[src/hw/rtl/lz77wd_pkg.sv]
// Shared types and constants of the LZ77 window decoder.
package lz77wd_pkg;

  // History window
  localparam int unsigned WinDepth = 4096;
  localparam int unsigned WinAw    = $clog2(WinDepth);
  // Saturating produced count covers every legal back distance
  localparam int unsigned CntW     = WinAw + 1;

  // Command queue between parser and executor
  localparam int unsigned QDepth   = 4;
  localparam int unsigned QAw      = $clog2(QDepth);

  // Token fields
  localparam logic [4:0]  LenBias  = 5'd3;
  localparam logic [3:0]  FlagCnt  = 4'd8;

  // Parser phases
  typedef enum logic [6:0] {
    PH_IDLE  = 7'b0000001,
    PH_SIZE0 = 7'b0000010,
    PH_SIZE1 = 7'b0000100,
    PH_SIZE2 = 7'b0001000,
    PH_FLAG  = 7'b0010000,
    PH_DATA  = 7'b0100000,
    PH_TOKLO = 7'b1000000
  } phase_e;

  // Executor states
  typedef enum logic [2:0] {
    BK_IDLE  = 3'b001,
    BK_READ  = 3'b010,
    BK_WRITE = 3'b100
  } back_state_e;

  // One parsed input byte that produces output
  typedef struct packed {
    logic        lit;       // literal byte, else back copy
    logic        first;     // first command of a stream
    logic        last_cmd;  // command ends the stream
    logic [4:0]  len;       // bytes to emit, 1..18
    logic [11:0] dist_m1;   // back distance minus one
    logic [7:0]  data;      // literal byte
  } cmd_t;

  // One output transaction
  typedef struct packed {
    logic [7:0] data;
    logic       run_last;
    logic       stream_last;
    logic       bad_ref;
  } out_t;

endpackage

[src/hw/rtl/lz77wd_fifo.sv]
// Command queue between parser and executor.
module lz77wd_fifo (
  input  logic             clk_i,
  input  logic             rst_ni,
  input  logic             push_i,
  input  lz77wd_pkg::cmd_t cmd_i,
  output logic             full_o,
  input  logic             pop_i,
  output logic             valid_o,
  output lz77wd_pkg::cmd_t cmd_o
);

  localparam int unsigned Aw = lz77wd_pkg::QAw;

  lz77wd_pkg::cmd_t  mem_q [lz77wd_pkg::QDepth];
  logic [Aw-1:0]     wptr_q, rptr_q;
  logic [Aw:0]       cnt_q;
  logic              do_push, do_pop;

  assign full_o  = (cnt_q == (Aw+1)'(lz77wd_pkg::QDepth));
  assign valid_o = (cnt_q != '0);
  assign cmd_o   = mem_q[rptr_q];
  assign do_push = push_i && !full_o;
  assign do_pop  = pop_i && valid_o;

  // Store entries
  always_ff @(posedge clk_i) begin
    if (do_push) begin
      mem_q[wptr_q] <= cmd_i;
    end
  end

  // Advance pointers and fill count
  always_ff @(posedge clk_i or negedge rst_ni) begin
    if (!rst_ni) begin
      wptr_q <= '0;
      rptr_q <= '0;
      cnt_q  <= '0;
    end else begin
      if (do_push) begin
        wptr_q <= wptr_q + Aw'(1);
      end
      if (do_pop) begin
        rptr_q <= rptr_q + Aw'(1);
      end
      if (do_push && !do_pop) begin
        cnt_q <= cnt_q + (Aw+1)'(1);
      end else if (do_pop && !do_push) begin
        cnt_q <= cnt_q - (Aw+1)'(1);
      end
    end
  end

endmodule

[config.mk]
export PLATFORM = sky130hd
export DESIGN_NAME = lz77wd_fifo
export DESIGN_NICKNAME = d
export VERILOG_FILES = /design/src/hw/rtl/lz77wd_pkg.sv /design/src/hw/rtl/lz77wd_fifo.sv
export SDC_FILE = /design/constraint.sdc
export NUM_CORES = 1
export LEC_CHECK = 0
export BUFFER_PORTS_ARGS = -buffer_cell sky130_fd_sc_hd__buf_2
export CAP_MARGIN = 20
export CORE_MARGIN = 2
export CORE_UTILIZATION = 35
export DETAILED_ROUTE_END_ITERATION = 7
export RECOVER_POWER = 100
export SYNTH_ARGS = -nofsm -noshare
export SYNTH_HDL_FRONTEND = slang
export SYNTH_SLANG_ARGS = --single-unit
[constraint.sdc]
create_clock -name clk_i -period 3.2 [get_ports clk_i]
set_clock_uncertainty 0.2 [all_clocks]
set_input_delay 0.32 -clock clk_i [delete_from_list [all_inputs] [get_ports clk_i]]
set_output_delay 0.32 -clock clk_i [all_outputs]
set_load 0.01 [all_outputs]
* Yosys cells after proc, flatten, opt, wreduce, memory -nomap -nowiden
Memories as Yosys holds them, arrays and structs flattened. Index checks and enable logic that the tools add are counted.
Operators by class: add/subtract/negate cells 4, equality and inequality tests 1, multiplexer cells 4, reductions and logical operators 9
Operators by type and width (number):
- 3-bit two-way mux | 2
- 2-bit by 1-bit adder with 2-bit output, second input constant | 2
- 1-bit logical AND | 4
- 3-bit by 1-bit adder with 3-bit output, second input constant | 1
- 3-bit == test, second input constant | 1
- 1-bit zero test | 3
- 3-bit nonzero test | 1
- 3-bit by 1-bit subtractor with 3-bit output, second input constant | 1
- 1-bit two-way mux | 2
- 2-bit nonzero test | 1
Word-level totals: bits in registers 7, bits in writable memories 112, input bits 32, word-level logic and storage cells 22, memories 1
Memories:
- mem_q | depth 4, width 28, read ports 1, clocked after Yosys merged registers in 0, wr ports 1, RTL line lz77wd_fifo.sv:15 | lz77wd_pkg::cmd_t mem_q [lz77wd_pkg::QDepth];

* Longest topological paths before layout
Gate-level depths: netlist of the first run.
depth after elaboration 7, gate-level depth with buffers 9, mapped depth without buffers 8

* Worst setup path before layout of the first run
OpenSTA, ideal clock, no wires.
path type reg-to-reg, start point register cnt_q[0], end point register cnt_q[2], library setup time 79 ps, arrival time 1941 ps, required time 2921 ps, slack 980 ps, stages on the path, launching flop included 9, period minus slack after synthesis 2220 ps, cell sequence dfrtp_1 or3_4 nand2_1 ha_1 inv_1 fa_1 xor2_1 nor2_1 xor2_1
RTL lines:
- from (decl) | RTL line lz77wd_fifo.sv:17 | logic [Aw:0] cnt_q;
- from (signal assigned) | RTL line lz77wd_fifo.sv:47 | cnt_q <= cnt_q + (Aw+1)'(1);
- from (signal assigned) | RTL line lz77wd_fifo.sv:49 | cnt_q <= cnt_q - (Aw+1)'(1);
- 3-bit nonzero test (*) | RTL line lz77wd_fifo.sv:21 | assign valid_o = (cnt_q != '0);
- net valid_o | RTL line lz77wd_fifo.sv:9 | output logic valid_o,
- 1-bit logical AND (*) | RTL line lz77wd_fifo.sv:24 | assign do_pop = pop_i && valid_o;
- 1-bit zero test | RTL line lz77wd_fifo.sv:46 | if (do_push && !do_pop) begin
- 1-bit logical AND | RTL line lz77wd_fifo.sv:46
- 3-bit two-way mux / 2-bit nonzero test (equally long branches)
The timed path passes the listed nets; every way through them passes the cells marked *. The select of a mux whose other input is x is not followed. A chain may end at the register's enable or synchronous reset.

==> impl_metrics.yaml, run 1 <==
place:
  dp_hpwl_um: 4780
  place_congestion: 0.653
  portBuffers: 61
  place_area_sq_um: 4980
die:
  io_pins: 62
  die_w_um: 117
  rows: 41
  fp.dieArea_sq_um: 13700
  fp.dieH_um: 117
  initial_core_util_pct: 35.6
  core_sq_um: 12600
setup_path:
  crit_fanout: 17
  critical_path_class: "register to output port"
  cp_data_arrival_time_ns: 2.26
  crit_path_end_kind: "output port"
  startpoint_type: "register"
  worstPathRequired_ns: 2.68
hold_path:
  hp-class: "input port to register"
cts:
  path_clk_slew_ns: 0.05
  clk_latency_ns: 0.40
  root_buffer: "clkbuf_16"
  cts_resized: 0
  clockBufferDepth: 2
  post_cts_buffers: 0
  cts_num_sinks: 119
  cts_inserted_buffers: 17
  htree_levels: 4
  hold_buffers: 29
  cts_tree: "done"
layout:
  n_antenna_cell: 0
  area_growth_pct: 27.9
  finish.utilization_pct: 45.5
  nets: 326
  nFillCells: 1114
  drive_gt1_share_pct: 21.5
  fin_area_sq_um: 5720
global_routing:
  grt_pass1_vias: 2242
  grt_first_pass_wirelength_um: 12300
  grt_start_max_net_pins: 30
  antenna_found_initial: 0
  overflow: 0
  grt_util_all_layers_pct: 13.0
route:
  drt.antenna.violating_nets: 0
  drcViolationCount: 0
  initialDrtViolationCount: 117
  via_per_inst: 4.48
  vias: 2103
  first_pass_iters: 4
  drt-total-wl_um: 7950
  wire_per_inst_um: 17.0
power:
  pwr_density_cell_nw_per_um2: 935
  p_leak_nw: 1.89
  ir_drop_mv: 0.363
logic_synthesis:
  ys_ff_latch: 119
  ys_warn_count: 0
  ys_seq_area_share_pct: 79.1
  syn-num-nets: 219
  syn_inst: 181
  yosys.area.top_type_share_pct: 75.2
  yosysTopAreaCell: "edfxtp_1"
  yosys-top-cells-area: "edfxtp_1, mux4_2, dfrtp_1, ha_1, xnor2_1"
  synthesis.area_per_instance_sq_um: 24.7
  synthesis.area_sq_um: 4470
  ys_types: 20
timing:
  rsz0062_at_grt: "no"
  hold_viol_final: 0
  maxSlewViolCount: 0
  clock.fmax_mhz: 360
  max_slew.worst_pin.slew_ns: 0.846
  timing.hold.ws_ns: 0.0191
  fin_crit_sh_pct: 86.9
  min_period_ns: 2.78
  setup_viol: 0
  relSlewSlack_pct: 43.6
  tns_ns: 0
run_status:
  status: "complete, no violations"
flow_run:
  drv_cap: 0
## worst max-delay path: stages (launching register included)
cell and delay [ns]:
dfrtp_2 0.72, clkbuf_2 0.43, mux4_2 0.55, clkbuf_1 0.15
## cell usage in the layout (no fill, tap or decap), types with 4 or more instances in the layout
| cell | n |
|---|---|
| buf_2 | 4 |
| clkbuf_1 | 62 |
| clkbuf_16 | 17 |
| dfrtp_1 | 5 |
| dlygate4sd3_1 | 29 |
| edfxtp_1 | 112 |
| ha_1 | 5 |
| mux4_2 | 28 |
| xnor2_1 | 4 |
## Yosys cell counts
| cell | count |
|---|---|
| buf_4 | 3 |
| mux2_4 | 1 |
| nor2b_2 | 1 |
| xnor2_1 | 4 |
| edfxtp_1 | 112 |
| and2_2 | 4 |
| or3_4 | 1 |
| buf_6 | 1 |
| fa_1 | 1 |
| xor2_1 | 2 |
| mux2_2 | 1 |
| nor3b_4 | 1 |
| ha_1 | 5 |
| nand2_1 | 1 |
| buf_2 | 3 |
| inv_1 | 3 |
| nor2_1 | 1 |
| nand3_1 | 1 |
| mux4_2 | 28 |
| dfrtp_1 | 7 |
## registers in the layout (all words and copies together), names as in the netlist
name / cells
wptr_q: 2
cnt_q: 3
mem_q: 112
rptr_q: 2
## power breakdown
group | internal (mW) | total [mW] | switching [mW]
Sequential | 2.08 | 2.30 | 0.226
Combinational | 0.617 | 1.26 | 0.645
Clock | 1.20 | 1.78 | 0.585
## through the flow
step           power, mW  instances  setup WS [ns]
2_1_floorplan       3.19        181          0.980
3_3_place_gp        3.69        412          0.897
3_5_place_dp        3.71        412          0.891
4_1_cts             5.53        469          0.450
5_1_grt             5.63        469          0.214
6_report            5.35        469          0.419
## routing by layer
| metal | GRT usage (%) | vias up | wire length [um] |
|---|---|---|---|
| met4 | 5.65 | 0 | 95 |
| met1 | 16.5 | 1069 | 3570 |
| met2 | 20.1 | 57 | 3900 |
| met5 | 0 | - | 0 |
| met3 | 4.84 | 9 | 392 |
| li1 | - | 968 | - |
## worst paths after layout
check	startpoint	endpoint	slack (ns)	cells after the start
setup / recovery	rptr_q[0]	cmd_o[27]	0.42	3
hold / removal	pop_i	rptr_q[1]	0.02	3
setup reg to reg	cnt_q[2]	mem_q[3][18]	0.46	4
hold reg to reg	cnt_q[2]	cnt_q[2]	0.29	1
max in group asynchronous	rst_ni	rptr_q[1]	2.35	2
min in group asynchronous	rst_ni	cnt_q[1]	0.14	2
## logic make-up after synthesis
family	share of synthesized area (%)
flops	79.1
fa+ha+maj	1.85
xor+xnor	1.18
buf+inv	1.34
mux	14.7
simple gates	1.82
## final cells by class
type	instances	area, sq um	share of cell area [%]
inverter	3	11.3	0.197
clock buffer	22	444	7.76
multi-input combinational	52	848	14.8
sequential	119	3540	61.9
clock inverter	6	104	1.82
timing repair buffer	95	557	9.73
tap	172	215	3.76
No activity file was read; power rests on OpenSTA's default activity.
==> run 2: changes to the inputs <==
--- a/config.mk
+++ b/config.mk
@@ -7,9 +7,12 @@
 export LEC_CHECK = 0
 export BUFFER_PORTS_ARGS = -buffer_cell sky130_fd_sc_hd__buf_2
 export CAP_MARGIN = 20
+export CELL_PAD_IN_SITES_DETAIL_PLACEMENT = 2
+export CELL_PAD_IN_SITES_GLOBAL_PLACEMENT = 2
 export CORE_MARGIN = 2
 export CORE_UTILIZATION = 35
 export DETAILED_ROUTE_END_ITERATION = 7
+export PLACE_DENSITY_LB_ADDON = 0.1
 export RECOVER_POWER = 100
 export SYNTH_ARGS = -nofsm -noshare
 export SYNTH_HDL_FRONTEND = slang
==> run 2 against run 1 <==
Register-to-register slack better by 0.19 ns. Non-clock buffer count up 3. Critical path depth unchanged. Utilization up 0.43 points. Sequential share of layout area down 0.62 points. Flip-flop and latch count unchanged. Highest routed layer unchanged.
==> impl_metrics.yaml, run 2 (synthesized netlist as in run 1, its figures left out) <==
timing:
  rsz0062_at_grt: "no"
  max_slew.worst_pin.slew_ns: 0.934
  relSlewSlack_pct: 37.7
  min_period_ns: 2.69
  setup_viol: 0
  hold_viol_final: 0
  fin_crit_sh_pct: 84.0
  maxSlewViolCount: 0
  tns_ns: 0
  clock.fmax_mhz: 372
route:
  via_per_inst: 4.55
  initialDrtViolationCount: 93
  drt.antenna.violating_nets: 0
  dr_wl_met3_um: 432
  wl_met2_um: 4430
  maxUsedRoutingLayer: "met4"
  drcViolationCount: 0
  first_pass_iters: 4
  drt-met1-wl_um: 4070
  vias: 2166
  drt-total-wl_um: 9040
  wire_per_inst_um: 19.0
layout:
  final_cell_mix: "edfxtp_1, clkbuf_1, dlygate4sd3_1, mux4_2, clkbuf_16"
  nFillCells: 1187
  n_antenna_cell: 0
  max_flop_register: "mem_q"
  largest_register_ff_count: 112
  reg_top3: "mem_q x112, cnt_q x3"
  drive_gt1_share_pct: 23.7
  layout_commonest_cell: "edfxtp_1"
  final_cell_count_no_fill: 476
  nets: 329
  area_growth_pct: 29.1
global_routing:
  grt_start_max_net_pins: 29
  overflow: 0
  grt_util_all_layers_pct: 14.7
  antenna_found_initial: 0
  grt_pass1_vias: 2436
  grt_first_pass_wirelength_um: 13900
setup_path:
  r2r_cells: 4
  crit_path_end_kind: "output port"
  cp_data_arrival_time_ns: 2.17
  critical_path_class: "register to output port"
  startpoint_type: "register"
  worstPathRequired_ns: 2.68
  crit_fanout: 24
die:
  rows: 41
  die_w_um: 117
  fp.dieH_um: 117
  initial_core_util_pct: 35.6
  core_sq_um: 12600
  io_pins: 62
  fp.dieArea_sq_um: 13700
power:
  p_clk_share_pct: 32.8
  finalPower_mw: 5.40
  internal_power_mw: 3.86
  p_leak_nw: 1.92
  pwr_density_cell_nw_per_um2: 935
  p_sw_mw: 1.54
  ir_drop_mv: 0.394
  power_frac_seq_pct: 41.0
  switching_share_pct: 28.5
  p_comb_share_pct: 26.2
run_status:
  status: "complete, no violations"
cts:
  htree_levels: 4
  path_clk_slew_ns: 0.05
  clockBufferDepth: 2
  root_buffer: "clkbuf_16"
  cts_num_sinks: 119
  cts_inserted_buffers: 17
  post_cts_buffers: 0
  cts_tree: "done"
  clk_latency_ns: 0.41
place:
  place_congestion: 0.685
  dp_hpwl_um: 5480
  dp.cells: 414
  portBuffers: 61
hold_path:
  hp-class: "input port to asynchronous set/reset pin"
flow_run:
  drv_cap: 0
-- run 2: path summary, 6_finish.rpt --
check	start	to	slack [ns]
min in group clk_i	push_i	wptr_q[0]	0.21
max reg2reg	cnt_q[2]	mem_q[3][16]	0.65
min reg2reg	cnt_q[2]	cnt_q[2]	0.28
max	rptr_q[1]	cmd_o[17]	0.51
max in group asynchronous	rst_ni	cnt_q[1]	2.35
min	rst_ni	wptr_q[0]	0.15
-- run 2: worst max-delay path: stages, from the launching register on --
cell and delay, ns:
dfrtp_1 0.50, clkbuf_2 0.65, mux4_2 0.44, clkbuf_1 0.15
-- run 2: cell type report --
| cell class | count | area, sq um | share of cell area [%] |
|---|---|---|---|
| clock inverters | 9 | 73.8 | 1.28 |
| flip-flops and latches | 119 | 3540 | 61.3 |
| multi-input cells | 52 | 850 | 14.7 |
| repair buffers | 98 | 598 | 10.4 |
| inverters | 3 | 11.3 | 0.195 |
| well taps | 172 | 215 | 3.73 |
| clock buffers | 23 | 488 | 8.45 |
-- run 2: repair_timing --
item | in CTS | in global routing
setup endpoints to repair | 0 | 0
gates resized for setup | 0 | 0
endpoints found under the hold margin | 121 | 0
hold buffers | 30 | 0
-- run 2: stage by stage --
step           area [sq um]  utilization, %  setup WS (ns)  hold slack [ns]
2_1_floorplan          4470               -          0.980           -0.176
3_3_place_gp           5020            40.0          0.901          -0.0303
3_5_place_dp           5020            40.0          0.882          -0.0307
4_1_cts                5880            46.8          0.696           0.0567
5_1_grt                5770            45.9          0.388            0.172
6_report               5770            45.9          0.513            0.153
-- run 2: power by group through the flow --
stage	logic, mW	registers, mW	clock network (mW)
after floorplan	1.02	2.17	0
after global routing	1.57	2.25	1.87
after detailed placement	1.52	2.26	0
after global placement	1.52	2.24	0
after CTS	1.56	2.23	1.81
final	1.42	2.21	1.77
-- run 2: routing by layer --
metal	vias to the layer above	track usage (%)
li1	980	-
met1	1125	18.7
met2	51	22.7
met3	10	5.97
met4	0	6.12
met5	-	0
