$ cat src/hw/rtl/lz77wd_pkg.sv
// Shared types and constants of the LZ77 window decoder.
package lz77wd_pkg;

  // History window
  localparam int unsigned WinDepth = 4096;
  localparam int unsigned WinAw    = $clog2(WinDepth);
  // Saturating produced count covers every legal back distance
  localparam int unsigned CntW     = WinAw + 1;

  // Command queue between parser and executor
  localparam int unsigned QDepth   = 4;
  localparam int unsigned QAw      = $clog2(QDepth);

  // Token fields
  localparam logic [4:0]  LenBias  = 5'd3;
  localparam logic [3:0]  FlagCnt  = 4'd8;

  // Parser phases
  typedef enum logic [6:0] {
    PH_IDLE  = 7'b0000001,
    PH_SIZE0 = 7'b0000010,
    PH_SIZE1 = 7'b0000100,
    PH_SIZE2 = 7'b0001000,
    PH_FLAG  = 7'b0010000,
    PH_DATA  = 7'b0100000,
    PH_TOKLO = 7'b1000000
  } phase_e;

  // Executor states
  typedef enum logic [2:0] {
    BK_IDLE  = 3'b001,
    BK_READ  = 3'b010,
    BK_WRITE = 3'b100
  } back_state_e;

  // One parsed input byte that produces output
  typedef struct packed {
    logic        lit;       // literal byte, else back copy
    logic        first;     // first command of a stream
    logic        last_cmd;  // command ends the stream
    logic [4:0]  len;       // bytes to emit, 1..18
    logic [11:0] dist_m1;   // back distance minus one
    logic [7:0]  data;      // literal byte
  } cmd_t;

  // One output transaction
  typedef struct packed {
    logic [7:0] data;
    logic       run_last;
    logic       stream_last;
    logic       bad_ref;
  } out_t;

endpackage

$ cat src/hw/rtl/lz77wd_front.sv
// Stream parser: header, flag bytes and tokens turned into commands.
module lz77wd_front #(
  parameter int unsigned SIZE_BITS = 24
) (
  input  logic              clk_i,
  input  logic              rst_ni,
  input  logic              in_valid_i,
  output logic              in_ready_o,
  input  logic [7:0]        in_byte_i,
  input  logic              stream_start_i,
  output logic              push_o,
  output lz77wd_pkg::cmd_t  cmd_o,
  input  logic              full_i
);

  lz77wd_pkg::phase_e     phase_q, phase_d;
  logic [7:0]             flags_q, flags_d;
  logic [3:0]             left_q, left_d;
  logic [SIZE_BITS-1:0]   rem_q, rem_d;
  logic [15:0]            hdr_q, hdr_d;
  logic [7:0]             hi_q, hi_d;
  logic                   first_q, first_d;

  logic                   accept;
  logic [31:0]            size_wide;
  logic                   size_over;
  logic [4:0]             tok_len;
  logic [SIZE_BITS-1:0]   tok_len_w;
  logic [4:0]             eff_len;
  logic [SIZE_BITS-1:0]   rem_after;
  logic [7:0]             flags_sh;
  logic [3:0]             left_dec;

  assign in_ready_o = !full_i;
  assign accept     = in_valid_i && !full_i;

  // Header size, saturated to the counter width
  assign size_wide = {8'h00, in_byte_i, hdr_q};
  assign size_over = (size_wide >> SIZE_BITS) != 32'd0;

  // Token length clipped to what the stream still owes
  assign tok_len   = {1'b0, hi_q[7:4]} + lz77wd_pkg::LenBias;
  assign tok_len_w = SIZE_BITS'(tok_len);
  assign eff_len   = (rem_q < tok_len_w) ? rem_q[4:0] : tok_len;
  assign rem_after = hi_q[7] || phase_q == lz77wd_pkg::PH_TOKLO
                     ? rem_q - SIZE_BITS'(eff_len) : rem_q;

  assign flags_sh = {flags_q[6:0], 1'b0};
  assign left_dec = (left_q != 4'd0) ? left_q - 4'd1 : left_q;

  // Parse one transaction
  always_comb begin
    phase_d = phase_q;
    flags_d = flags_q;
    left_d  = left_q;
    rem_d   = rem_q;
    hdr_d   = hdr_q;
    hi_d    = hi_q;
    first_d = first_q;
    push_o  = 1'b0;
    cmd_o   = '0;
    cmd_o.first   = first_q;
    cmd_o.dist_m1 = {hi_q[3:0], in_byte_i};
    cmd_o.data    = in_byte_i;

    if (accept) begin
      if (stream_start_i) begin
        phase_d = lz77wd_pkg::PH_SIZE0;
        flags_d = '0;
        left_d  = '0;
        rem_d   = '0;
        hi_d    = '0;
        first_d = 1'b1;
      end else begin
        unique case (phase_q)
          lz77wd_pkg::PH_IDLE: begin
            // drop stray bytes
          end
          lz77wd_pkg::PH_SIZE0: begin
            hdr_d[7:0] = in_byte_i;
            phase_d    = lz77wd_pkg::PH_SIZE1;
          end
          lz77wd_pkg::PH_SIZE1: begin
            hdr_d[15:8] = in_byte_i;
            phase_d     = lz77wd_pkg::PH_SIZE2;
          end
          lz77wd_pkg::PH_SIZE2: begin
            rem_d   = size_over ? '1 : size_wide[SIZE_BITS-1:0];
            phase_d = (size_wide == 32'd0) ? lz77wd_pkg::PH_IDLE : lz77wd_pkg::PH_FLAG;
          end
          lz77wd_pkg::PH_FLAG: begin
            flags_d = in_byte_i;
            left_d  = lz77wd_pkg::FlagCnt;
            phase_d = lz77wd_pkg::PH_DATA;
          end
          lz77wd_pkg::PH_DATA, lz77wd_pkg::PH_TOKLO: begin
            if (phase_q == lz77wd_pkg::PH_DATA && flags_q[7]) begin
              // hold the token's first byte
              hi_d    = in_byte_i;
              phase_d = lz77wd_pkg::PH_TOKLO;
            end else begin
              if (phase_q == lz77wd_pkg::PH_DATA) begin
                cmd_o.lit = 1'b1;
                cmd_o.len = 5'd1;
                rem_d     = rem_q - SIZE_BITS'(1);
              end else begin
                cmd_o.lit = 1'b0;
                cmd_o.len = eff_len;
                rem_d     = rem_after;
              end
              cmd_o.last_cmd = (rem_d == '0);
              push_o  = 1'b1;
              first_d = 1'b0;
              flags_d = flags_sh;
              left_d  = left_dec;
              if (rem_d == '0) begin
                phase_d = lz77wd_pkg::PH_IDLE;
              end else if (left_dec == 4'd0) begin
                phase_d = lz77wd_pkg::PH_FLAG;
              end else begin
                phase_d = lz77wd_pkg::PH_DATA;
              end
            end
          end
          default: phase_d = lz77wd_pkg::PH_IDLE;
        endcase
      end
    end
  end

  always_ff @(posedge clk_i or negedge rst_ni) begin
    if (!rst_ni) begin
      phase_q <= lz77wd_pkg::PH_IDLE;
      flags_q <= '0;
      left_q  <= '0;
      rem_q   <= '0;
      hi_q    <= '0;
      first_q <= 1'b0;
    end else begin
      phase_q <= phase_d;
      flags_q <= flags_d;
      left_q  <= left_d;
      rem_q   <= rem_d;
      hi_q    <= hi_d;
      first_q <= first_d;
    end
  end

  // Header low bytes carry no reset
  always_ff @(posedge clk_i) begin
    hdr_q <= hdr_d;
  end

endmodule

$ cat config.mk
export PLATFORM = sky130hd
export DESIGN_NAME = lz77wd_front
export DESIGN_NICKNAME = d
export VERILOG_FILES = /design/src/hw/rtl/lz77wd_pkg.sv /design/src/hw/rtl/lz77wd_front.sv
export SDC_FILE = /design/constraint.sdc
export NUM_CORES = 1
export LEC_CHECK = 0
export ABC_AREA = 1
export BUFFER_PORTS_ARGS = -buffer_cell sky130_fd_sc_hd__clkbuf_2
export CAP_MARGIN = 20
export CORE_ASPECT_RATIO = 1.1
export CORE_MARGIN = 2
export CORE_UTILIZATION = 33
export CTS_CLUSTER_SIZE = 24
export DETAILED_ROUTE_END_ITERATION = 6
export HOLD_SLACK_MARGIN = 0.08
export PLACE_DENSITY_LB_ADDON = 0.12
export SETUP_SLACK_MARGIN = 0.1
export SLEW_MARGIN = 20
export SYNTH_ARGS = -nofsm -noshare
export SYNTH_HDL_FRONTEND = slang
export SYNTH_SLANG_ARGS = --single-unit
$ cat constraint.sdc
create_clock -name clk_i -period 3.3 [get_ports clk_i]
set_input_delay 0.33 -clock clk_i [delete_from_list [all_inputs] [get_ports clk_i]]
set_output_delay 0.33 -clock clk_i [all_outputs]
set_load 0.1 [all_outputs]
After elaboration in Yosys (flattened, before gate mapping)
Cells that the tools add are included.

Add/subtract/negate cells: 4. Equality and inequality tests: 10. Reduce and logical (&&, ||, !) cells: 20. Magnitude comparators: 1. Bitwise logic cells: 1. Multiplexer cells: 43.

Operators by type and width (number): $mux 24 (8); $pmux 24 s2 (1); $pmux 7 s6 (1); $mux 8 (5); $mux 6 (6); $logic_not 32->1 (1); $logic_not 24->1 (1); $lt 24x5->1 (1); $sub 24x1->24 const B (1); $sub 24x5->24 (1); $reduce_and 3->1 (6); $pmux 8 s2 (1); $mux 5 (3); $mux 7 (2); $mux 1 (12); $mux 4 (3); $pmux 4 s2 (1); $eq 7x1->1 const B (1); $eq 7x2->1 const B (1); $eq 7x3->1 const B (1); $eq 7x4->1 const B (1); $eq 7x5->1 const B (1); $eq 7x6->1 const B (1); $eq 7x7->1 const B (1); other kinds (14) (18).

Output and inout port bits: 30. Register bits after elaboration: 68. Bits of input ports: 13.

Logic depth before layout (Yosys ltp)
Gate-level depths: netlist (run 1).

Depth in word-level cells: 15. Depth in mapped cells: 32. Gate-level depth less buffers: 32.

Worst setup path after synthesis (run 1)
No wires, ideal clock.

Kind: flip-flop to output port. Start: register hi_q[4]. End: output cmd_o[25] in the netlist's numbering. Arrival: 5199 ps. Slack: -2229 ps. Stages on the path, launching flop included: 28. Cells stage by stage: dfrtp_1 -> inv_1 -> ha_1 -> ha_1 -> o21ai_0 -> nand2_1 -> nand3_1 -> nand2_1 -> nand2_1 -> nand2_1 -> nand2_1 -> o21ai_1 -> ha_1 -> inv_1 -> fa_1 -> nand3_1 -> nor2_1 -> nor2_1 -> nand3_1 -> nand2_1 -> nand2_1 -> nand2_1 -> nand2_1 -> nor2_1 -> nand2_1 -> nor2_2 -> nand3_2 -> nor3_1.

RTL lines: start, declared (line lz77wd_front.sv:21) `logic [7:0] hi_q, hi_d;`; start signal, assigned (line lz77wd_front.sv:144) `hi_q <= hi_d;`; end, declared (line lz77wd_front.sv:12) `output lz77wd_pkg::cmd_t cmd_o,`.

==> results of run 1 <==
-- registers in the layout (all words and copies together), names as in the netlist --
register,flops
rem_q,24
flags_q,8
hi_q,8
phase_q,7
first_q,1
hdr_q,16
left_q,4
-- final cells by class --
cell class / count / area share, %
clock inverter: 5 / 0.485
inverter: 97 / 5.26
sequential: 68 / 25.6
tap: 192 / 3.45
multi-input combinational: 489 / 44.1
clock buffer: 11 / 3.79
timing repair buffer: 160 / 17.4
-- routing by layer --
layer	up-vias	routed length, µm	GRT usage, %
met5	-	13	0
met4	2	460	8.30
met3	28	622	3.30
met2	110	8270	35.8
met1	2449	7310	27.1
li1	2523	-	-
-- Yosys cell counts (all sizes together), types with 6 or more instances --
cell type,count,area (µm²)
nor3,15,75.1
nor2,87,373
o21ai,55,298
dfrtp,51,1280
inv,96,363
nand4,7,43.8
nand3,52,280
nor4,11,75.1
buf,30,228
o22ai,29,181
ha,12,150
a21oi,20,100
edfxtp,16,480
nand2,180,703
a22oi,6,45.0
-- logic make-up (layout without fill, tap and decap cells) --
| family | count (synthesis) | after routing |
|---|---|---|
| AND/OR/NAND/NOR | 355 | 355 |
| buffers and inverters | 132 | 273 |
| AO/OA/AOI/OAI | 115 | 115 |
| flip-flops | 68 | 68 |
| adder cells (fa/ha/maj) | 13 | 13 |
| XOR/XNOR | 6 | 6 |
-- report_power, final --
group          internal, mW  switching, mW  total, mW
sequential            0.944         0.0549      0.999
combinational         0.543          0.807       1.35
clock                 0.573          0.384      0.957
total                  2.06           1.25       3.31
-- worst max path at each step --
stage / end / slack [ps] / cells after the start
after floorplan: cmd_o[25] / -860 / 27
after global placement: cmd_o[25] / -1300 / 26
after detailed placement: cmd_o[25] / -1280 / 26
after CTS: cmd_o[25] / -1340 / 28
after global routing: cmd_o[25] / -1560 / 29
final: cmd_o[25] / -1330 / 30
-- stage by stage --
stage / cells / instance area [µm²] / utilization (%) / worst slack, ps
after floorplan: 689 / 4900 / - / -860
after global placement: 977 / 5820 / 40.5 / -1300
after detailed placement: 977 / 5820 / 40.5 / -1280
after CTS: 1020 / 6690 / 46.5 / -1340
after global routing: 1022 / 6960 / 48.4 / -1560
final: 1022 / 6960 / 48.4 / -1330
-- worst reg2reg max path, delay by kind of cell, from the launching register on --
family,cells,cell delay [ps]
buffers and inverters,8,960
adders and majority gates,1,300
AOI/OAI and AO/OA,1,60
DFF,1,400
and+or+nand+nor,23,2360
-- what timing repair did --
item	CTS	global route
pin swaps	52	49
setup buffers	26	12
hold buffers	1	0
endpoints found under the hold margin	17	0
setup endpoints to repair	28	28
resized for setup	98	73
==> run metrics, run 1 <==
Worst Slack Setup Final -1330 ps; Critical-path top delay cell dfrtp_1; DR WL/cell between 15 and 20 µm; worst endpoint data arrival time roughly 4300 ps; crit path capture type output port; Tmin final approximately 4600 ps; initial antenna violation count 1; Power Dens Cells approximately 470 nW/µm²; Post-synth EDFFs 16; fmax around 0.22 GHz; Net count, final 851; fill count 1,437; via count between 5k and 6k; CTS buffer count 9; Slew Limit Headroom 56.9%; RSZ-0062 raised after global routing yes; drt first-iter violations 326; GPL Wtd Cong between 0.8 and 0.9; syn_nets ~720; sequential fraction of the synthesis area a little under two fifths; Hold Slack 278 ps; boundary pin count 43; leading cell type in the layout, fill and taps excluded nand2_1; CTS tree done; multi-input logic area between 3000 and 4000 µm²; Final Max Slew Viols 0; CP delay by family, top simple AND/OR/NAND/NOR gates; CTS Buffer Depth 2; layout cell share with drive strength beyond 1 between 30% and 40%; first-pass GRT wire length 26.2 mm; Hold EP hdr_q[1]; P_leak roughly 3.3 nW; outcome complete, but fails checks; Worst Setup SP rem_q[13]; Max rail drop VDD between 0.2 and 0.3 mV; mux share of post-synthesis cell area 0%; top_reg_cell synth dfrtp_1; Clock transition at path regs roughly 60 ps; routed wire length 16.7 mm; cell count after synthesis just under 700; post-route ant nets 0; Global Route Usage Sum 21.2%; required time worst endpoint about 3000 ps; CP peak stage delay around 400 ps; # DRC 0; H-Tree Depth 3; main combinational cell family by area after synthesis simple AND/OR/NAND/NOR gates; Post-Syn Area just under 5000 µm²; critical path type flip-flop to output port; largest net degree at the start of global routing 35; Fin Clk Skew 5.93 ps; clock latency on the worst-skew pair 340 ps; Worst R2R Start rem_q[13]; diode count 0; CTS Root Buffer Type clkbuf_16; total clock sinks 68; final setup violation count 24; violated checks negative setup slack; worst reg-to-reg path cell count 33; Syn. warnings 0; Synth Area in Simple Gates between 30% and 40%; PortBufs 42; Setup TNS -6480 ps; Synth Area in XOR/XNOR under 10%; TritonRoute pass-1 iters 6; Core Rows 46; vias in the first global route approximately 5.1k; Synth Register Bits between 60 and 70; via-per-instance ratio ~5; worst hold path cell count 1; WP buf/inv 7; RR Endpoint phase_q[0]; Initial Util about a third; Post-Synth Adder-Cell Area under 10%; chip width 120 µm; min-delay worst type primary input to flip-flop; core area 14,400 µm²; Worst Path Max Fanout 6; Sequential Area about 1800 µm²; CP startpoint kind flip-flop; asr flop ratio synth ~76%; slew at the pin closest to its max-slew limit about 640 ps; Die Span Y roughly 130 µm; Die Area roughly 16,000 µm²; worst min-delay path startpoint in_byte_i[1]; cell mode on critical path nor2_4; Mean Syn Cell Area 7.04 µm²; maxcap violations 0; area added between synthesis and finish 43.6%; total grt overflow 0; dpl hpwl ~13 mm; final period utilization 140%; most frequent cells in the layout nand2_1, buf_4, inv_1, nor2_1, dfrtp_1; power after layout 3.31 mW; R2R setup slack -840 ps; Final Hold Viols 0; Synth cell types between 40 and 50; compound-gate portion of the synthesized area 13.6%
Note: power is estimated with default switching activity, not from simulation.
==> inputs of run 2 (changes only) <==
- CORE_MARGIN: 2 -> 1
- CORE_UTILIZATION: 33 -> 35
==> run 2 against run 1 <==
Compared with the run above:
- the run still ends with negative setup slack left
- first-iteration DRC count rose by 13%
- maximum frequency up 0.92%
- hold slack got worse by 190 ps
- global-route usage is 1.8 points higher
- clock power fell by 2.5%
- combinational power rose by 8%
- power rose by 2.5%
- sequential power barely moved
- critical endpoint unchanged
- highest routed layer is now met4
==> run metrics, run 2 (synthesis gave the netlist of run 1 again) <==
outcome complete, but fails checks; violated checks negative setup slack; routed wire length between 15 and 20 mm; Slew Limit Headroom ~44%; met1 Resource Use GR between 20% and 30%; PortBufs 42; Die Span Y approximately 130 µm; chip width 114 µm; drt first-iter violations 367; CTS tree done; largest net degree at the start of global routing 30; most frequent cells in the layout nand2_1, buf_4, inv_1, nor2_1, dfrtp_1; Core Rows 44; Global Route Usage Sum between 20% and 30%; H-Tree Depth 3; Tmin final ~4600 ps; RSZ-0062 raised after global routing yes; fmax between 0.2 and 0.25 GHz; initial antenna violation count 0; total clock sinks 68; boundary pin count 43; Power Dens Cells 480 nW/µm²; layout cell share with drive strength beyond 1 40.6%; required time worst endpoint 2970 ps; Worst Path Max Fanout 5; DR WL/cell 16.2 µm; TritonRoute pass-1 iters 4; # DRC 0; post-place setup slack -1280 ps; Finished Cell Area roughly 7100 µm²; core area ~13,000 µm²; crit path capture type output port; fill count 1,287; slew at the pin closest to its max-slew limit 838 ps; Finished Layout Cells 1,032; P_leak 3.38 nW; Worst Slack Setup Final -1290 ps; CTS Root Buffer Type clkbuf_16; power after layout about 3.4 mW; maxcap violations 0; total grt overflow 0; post-route ant nets 0; leading cell type in the layout, fill and taps excluded nand2_1; final period utilization 139%; GPL Wtd Cong ~0.95; CP startpoint kind flip-flop; placed instance count about 970; CTS buffer count 9; Setup TNS -5390 ps; first-pass GRT wire length between 20 and 30 mm; Sequential Area about 1800 µm²; Net count, final approximately 870; Placement Cell Area 5820 µm²; CTS Buffer Depth 2; clock latency on the worst-skew pair approximately 340 ps; Largest Register rem_q; multi-input logic area a little over 3000 µm²; final setup violation count 16; Max rail drop VDD about 0.32 mV; Final Max Slew Viols 0; min-delay worst type primary input to asynchronous set/reset pin; routing usage on met3 roughly 3.2%; Hold Slack 86.3 ps; vias in the first global route approximately 4.9k; Die Area ~14,000 µm²; M2 GR Usage 38.6%; worst endpoint data arrival time ~4300 ps; Clock transition at path regs 60 ps; Initial Util between 30% and 40%; Largest register FFs 24; Final Hold Viols 0; largest registers rem_q (24), hdr_q (16); critical path type flip-flop to output port; GRT busiest layer met2; dpl hpwl ~12 mm; via-per-instance ratio 5.05; diode count 0; area added between synthesis and finish 45.3%; via count 5,209; Fin Clk Skew 7.83 ps; Final Core Density between 50% and 60%
==> run 2: cell type report <==
class                   instances  share of cell area [%]
well taps                     184                    3.27
repair buffers                178                    19.1
flip-flops and latches         68                    25.3
clock inverters                 1                  0.0887
inverters                      97                    5.20
clock buffers                  15                    3.94
multi-input cells             489                    43.2
==> run 2: metal layers <==
layer	share of wire (%)	wire (µm)
met5	0	0
met1	43	7200
met3	4.2	702
met4	3.1	521
met2	50	8280
==> run 2: repair_timing <==
action,4_1_cts,5_1_grt
endpoints found under the setup margin,30,32
setup buffers,34,17
cloned,0,0
hold buffers,0,0
pin swaps,59,69
gates resized for setup,75,101
==> run 2: worst max-delay path: stages, from the launching register on <==
cell	delay, ps
dfrtp_1	390
nor2_2	120
and2_4	170
nand2_4	50
nor2_4	100
nand3_2	100
nor4_2	250
buf_4	160
nand2_4	50
buf_6	130
o21ai_4	120
ha_2	190
inv_2	40
fa_2	390
nand3_4	120
nor2_4	50
nor2_4	130
nand3_2	100
nand2_4	150
nand2_1	70
nand2_1	90
nand2_2	80
nor2_4	90
nand2_2	80
nor2_4	150
nand3_4	110
nor3_4	220
buf_12	200
==> run 2: path summary, 6_finish.rpt <==
| kind | endpoint | cells past startpoint | start | slack (ps) |
|---|---|---|---|---|
| worst max-delay path | cmd_o[25] | 27 | rem_q[12] | -1290 |
| worst min-delay path | rem_q[8] | 1 | rst_ni | 90 |
| worst max register to register | rem_q[18] | 33 | rem_q[12] | -1170 |
| worst min register to register | first_q | 2 | first_q | 480 |
| max in group asynchronous | rem_q[6] | 2 | rst_ni | 2340 |
| min in group clk_i | hdr_q[1] | 1 | in_byte_i[1] | 300 |
==> run 2: power breakdown <==
part	internal, mW	leakage, nW	switching, mW
sequential	0.944	0.832	0.0551
combinational	0.612	2.41	0.844
clock	0.572	0.140	0.360
total	2.13	3.38	1.26
==> inputs of run 3 (changes only) <==
- CORE_MARGIN: 1 -> 2
- CTS_BUF_LIST: default -> sky130_fd_sc_hd__clkbuf_8
- clock period: 3.3 -> 5.4 ns (I/O delays scaled with it)
==> run 3 against run 2 <==
Compared with the run above:
- core utilization decreased by 13 points
- the run now ends clean
- die area increased by 3.4%
- critical endpoint unchanged
- sequential power decreased by 37%
- setup slack improved by 1800 ps
==> run metrics, run 3 (synthesis gave the netlist of run 1 again) <==
outcome finished clean; vias in the first global route ~4.7k; largest registers rem_q (24), hdr_q (16); power after layout 1.54 mW; Final Hold Viols 0; dpl hpwl 11.4 mm; R2R setup slack around 1300 ps; largest net degree at the start of global routing 53; drt first-iter violations about 320; CTS tree done; Finished Layout Cells around 910; critical path type flip-flop to output port; Slew Limit Headroom between 40 and 50%; Critical-path top delay cell dfrtp_1; RSZ-0062 raised after global routing no; chip width approximately 120 µm; CTS Root Buffer Type clkbuf_8; Tmin final slightly below 5000 ps; CP delay by family, top simple AND/OR/NAND/NOR gates; boundary pin count 43; TritonRoute pass-1 iters 6; CTS buffer count 9; Clock transition at path regs 70 ps; Finished Cell Area approximately 5400 µm²; diode count 0; Max rail drop VDD 0.132 mV; H-Tree Depth 3; maxcap violations 0; via-per-instance ratio between 5 and 6; via count 4,589; RR Endpoint phase_q[5]; first-pass GRT wire length around 24 mm; fmax between 0.2 and 0.25 GHz; Worst Path Max Fanout 8; slew at the pin closest to its max-slew limit between 800 and 900 ps; required time worst endpoint approximately 5000 ps; Final Max Slew Viols 0; Worst R2R Start rem_q[10]; cell mode on critical path nand2_1; final setup violation count 0; area added between synthesis and finish 10.7%; core area ~14,000 µm²; worst reg-to-reg path cell count 27; WP buf/inv 2; Net count, final 740; P_leak roughly 2.6 nW; most frequent cells in the layout nand2_1, inv_1, nor2_1, dfrtp_1, nand3_1; post-route ant nets 0; Setup TNS 0 ps; Die Area 14,800 µm²; total clock sinks between 60 and 70; CTS Buffer Depth 2; Global Route Usage Sum 20.8%; # DRC 0; initial antenna violation count 0; Fin Clk Skew ~8 ps; routed wire length roughly 15 mm; Initial Util between 30% and 40%; Largest Register rem_q; Core Rows 45; total grt overflow 0; Placement Cell Area around 5100 µm²; clock latency on the worst-skew pair 350 ps; GPL Wtd Cong around 0.95; fill count around 1.4k; Die Span Y roughly 130 µm; crit path capture type output port; placed instance count between 800 and 900; final period utilization about nine tenths; PortBufs 42; Largest register FFs 24; layout cell share with drive strength beyond 1 14.3%; worst endpoint data arrival time around 4400 ps; min-delay worst type primary input to asynchronous set/reset pin; CP startpoint kind flip-flop; CP peak stage delay 410 ps; Power Dens Cells about 290 nW/µm²; CP Cell Sequence nor2_1 > nand2_1 > nor2_4 > nand3_1 > nor4_4 > nand2_4 > buf_4 > nand2_1 > o21ai_1 > ha_1 > a21oi_1 > nand2_1 > nor2_1 > nand2_1 > nand2_2 > nand2_1 > nand2_1 > nand2_1 > nor2_1 > nand2_1 > nor2_2 > nand3_2 > nor3_2 > clkbuf_8; DR WL/cell 16.0 µm; leading cell type in the layout, fill and taps excluded nand2_1
==> run 3: cell types whose count changed in the layout (fill, tap and decap cells not counted), moves of 10 or more <==
cell / change
buf_4: -112
nand2_1: +43
nand2_2: -36
buf_6: -20
nand3_1: +16
nor2_1: +16
nand3_2: -13
inv_1: +12
a21oi_1: +10
a21oi_2: -10
==> run 3: worst max-delay path by stage <==
stage                      endpoint  startpoint  slack [ps]  cells after the start
after floorplan           cmd_o[25]     hi_q[4]         520                     27
after global placement    cmd_o[25]     hi_q[4]         350                     25
after detailed placement  cmd_o[25]     hi_q[4]         320                     25
after CTS                 cmd_o[25]     hi_q[4]         130                     25
after global routing      cmd_o[25]   rem_q[12]         110                     28
final                     cmd_o[25]   rem_q[10]         480                     24
==> run 3: metrics by stage <==
step	hold slack [ps]	util (%)	setup WS, ps
floorplan	244	-	520
global placement	466	37.1	349
detailed placement	471	37.1	323
CTS	355	38.5	127
global route	389	39.3	106
finish	322	39.3	478
==> run 3: where the power goes <==
| group | internal (mW) | total (mW) | switching [mW] |
|---|---|---|---|
| Combinational | 0.149 | 0.523 | 0.375 |
| Sequential | 0.576 | 0.625 | 0.0489 |
| Clock | 0.204 | 0.395 | 0.191 |
| Total | 0.929 | 1.54 | 0.614 |
==> run 3: repair_timing <==
| item | in CTS | in global routing |
|---|---|---|
| pin swaps | 1 | 5 |
| hold buffers | 0 | 0 |
| gates cloned | 0 | 0 |
| setup endpoints to repair | 1 | 1 |
| resized for setup | 2 | 21 |
| hold endpoints to repair | 0 | 0 |
| setup buffers | 2 | 3 |
==> run 3: area by class of cell <==
cell class | instances | area [µm²] | share of cell area [%]
clock buffer | 9 | 124 | 2.31
multi-input combinational | 489 | 2540 | 47.2
sequential | 68 | 1780 | 33.2
clock inverter | 7 | 53.8 | 1.00
timing repair buffer | 49 | 272 | 5.06
tap | 188 | 235 | 4.38
inverter | 97 | 367 | 6.83
==> run 3: per-layer routing <==
layer | track usage (%) | wire [µm] | vias up
met2 | 35.1 | 7070 | 131
met4 | 9.94 | 535 | 0
met5 | 0 | 0 | -
li1 | - | - | 2297
met1 | 26.0 | 6320 | 2130
met3 | 2.89 | 604 | 31
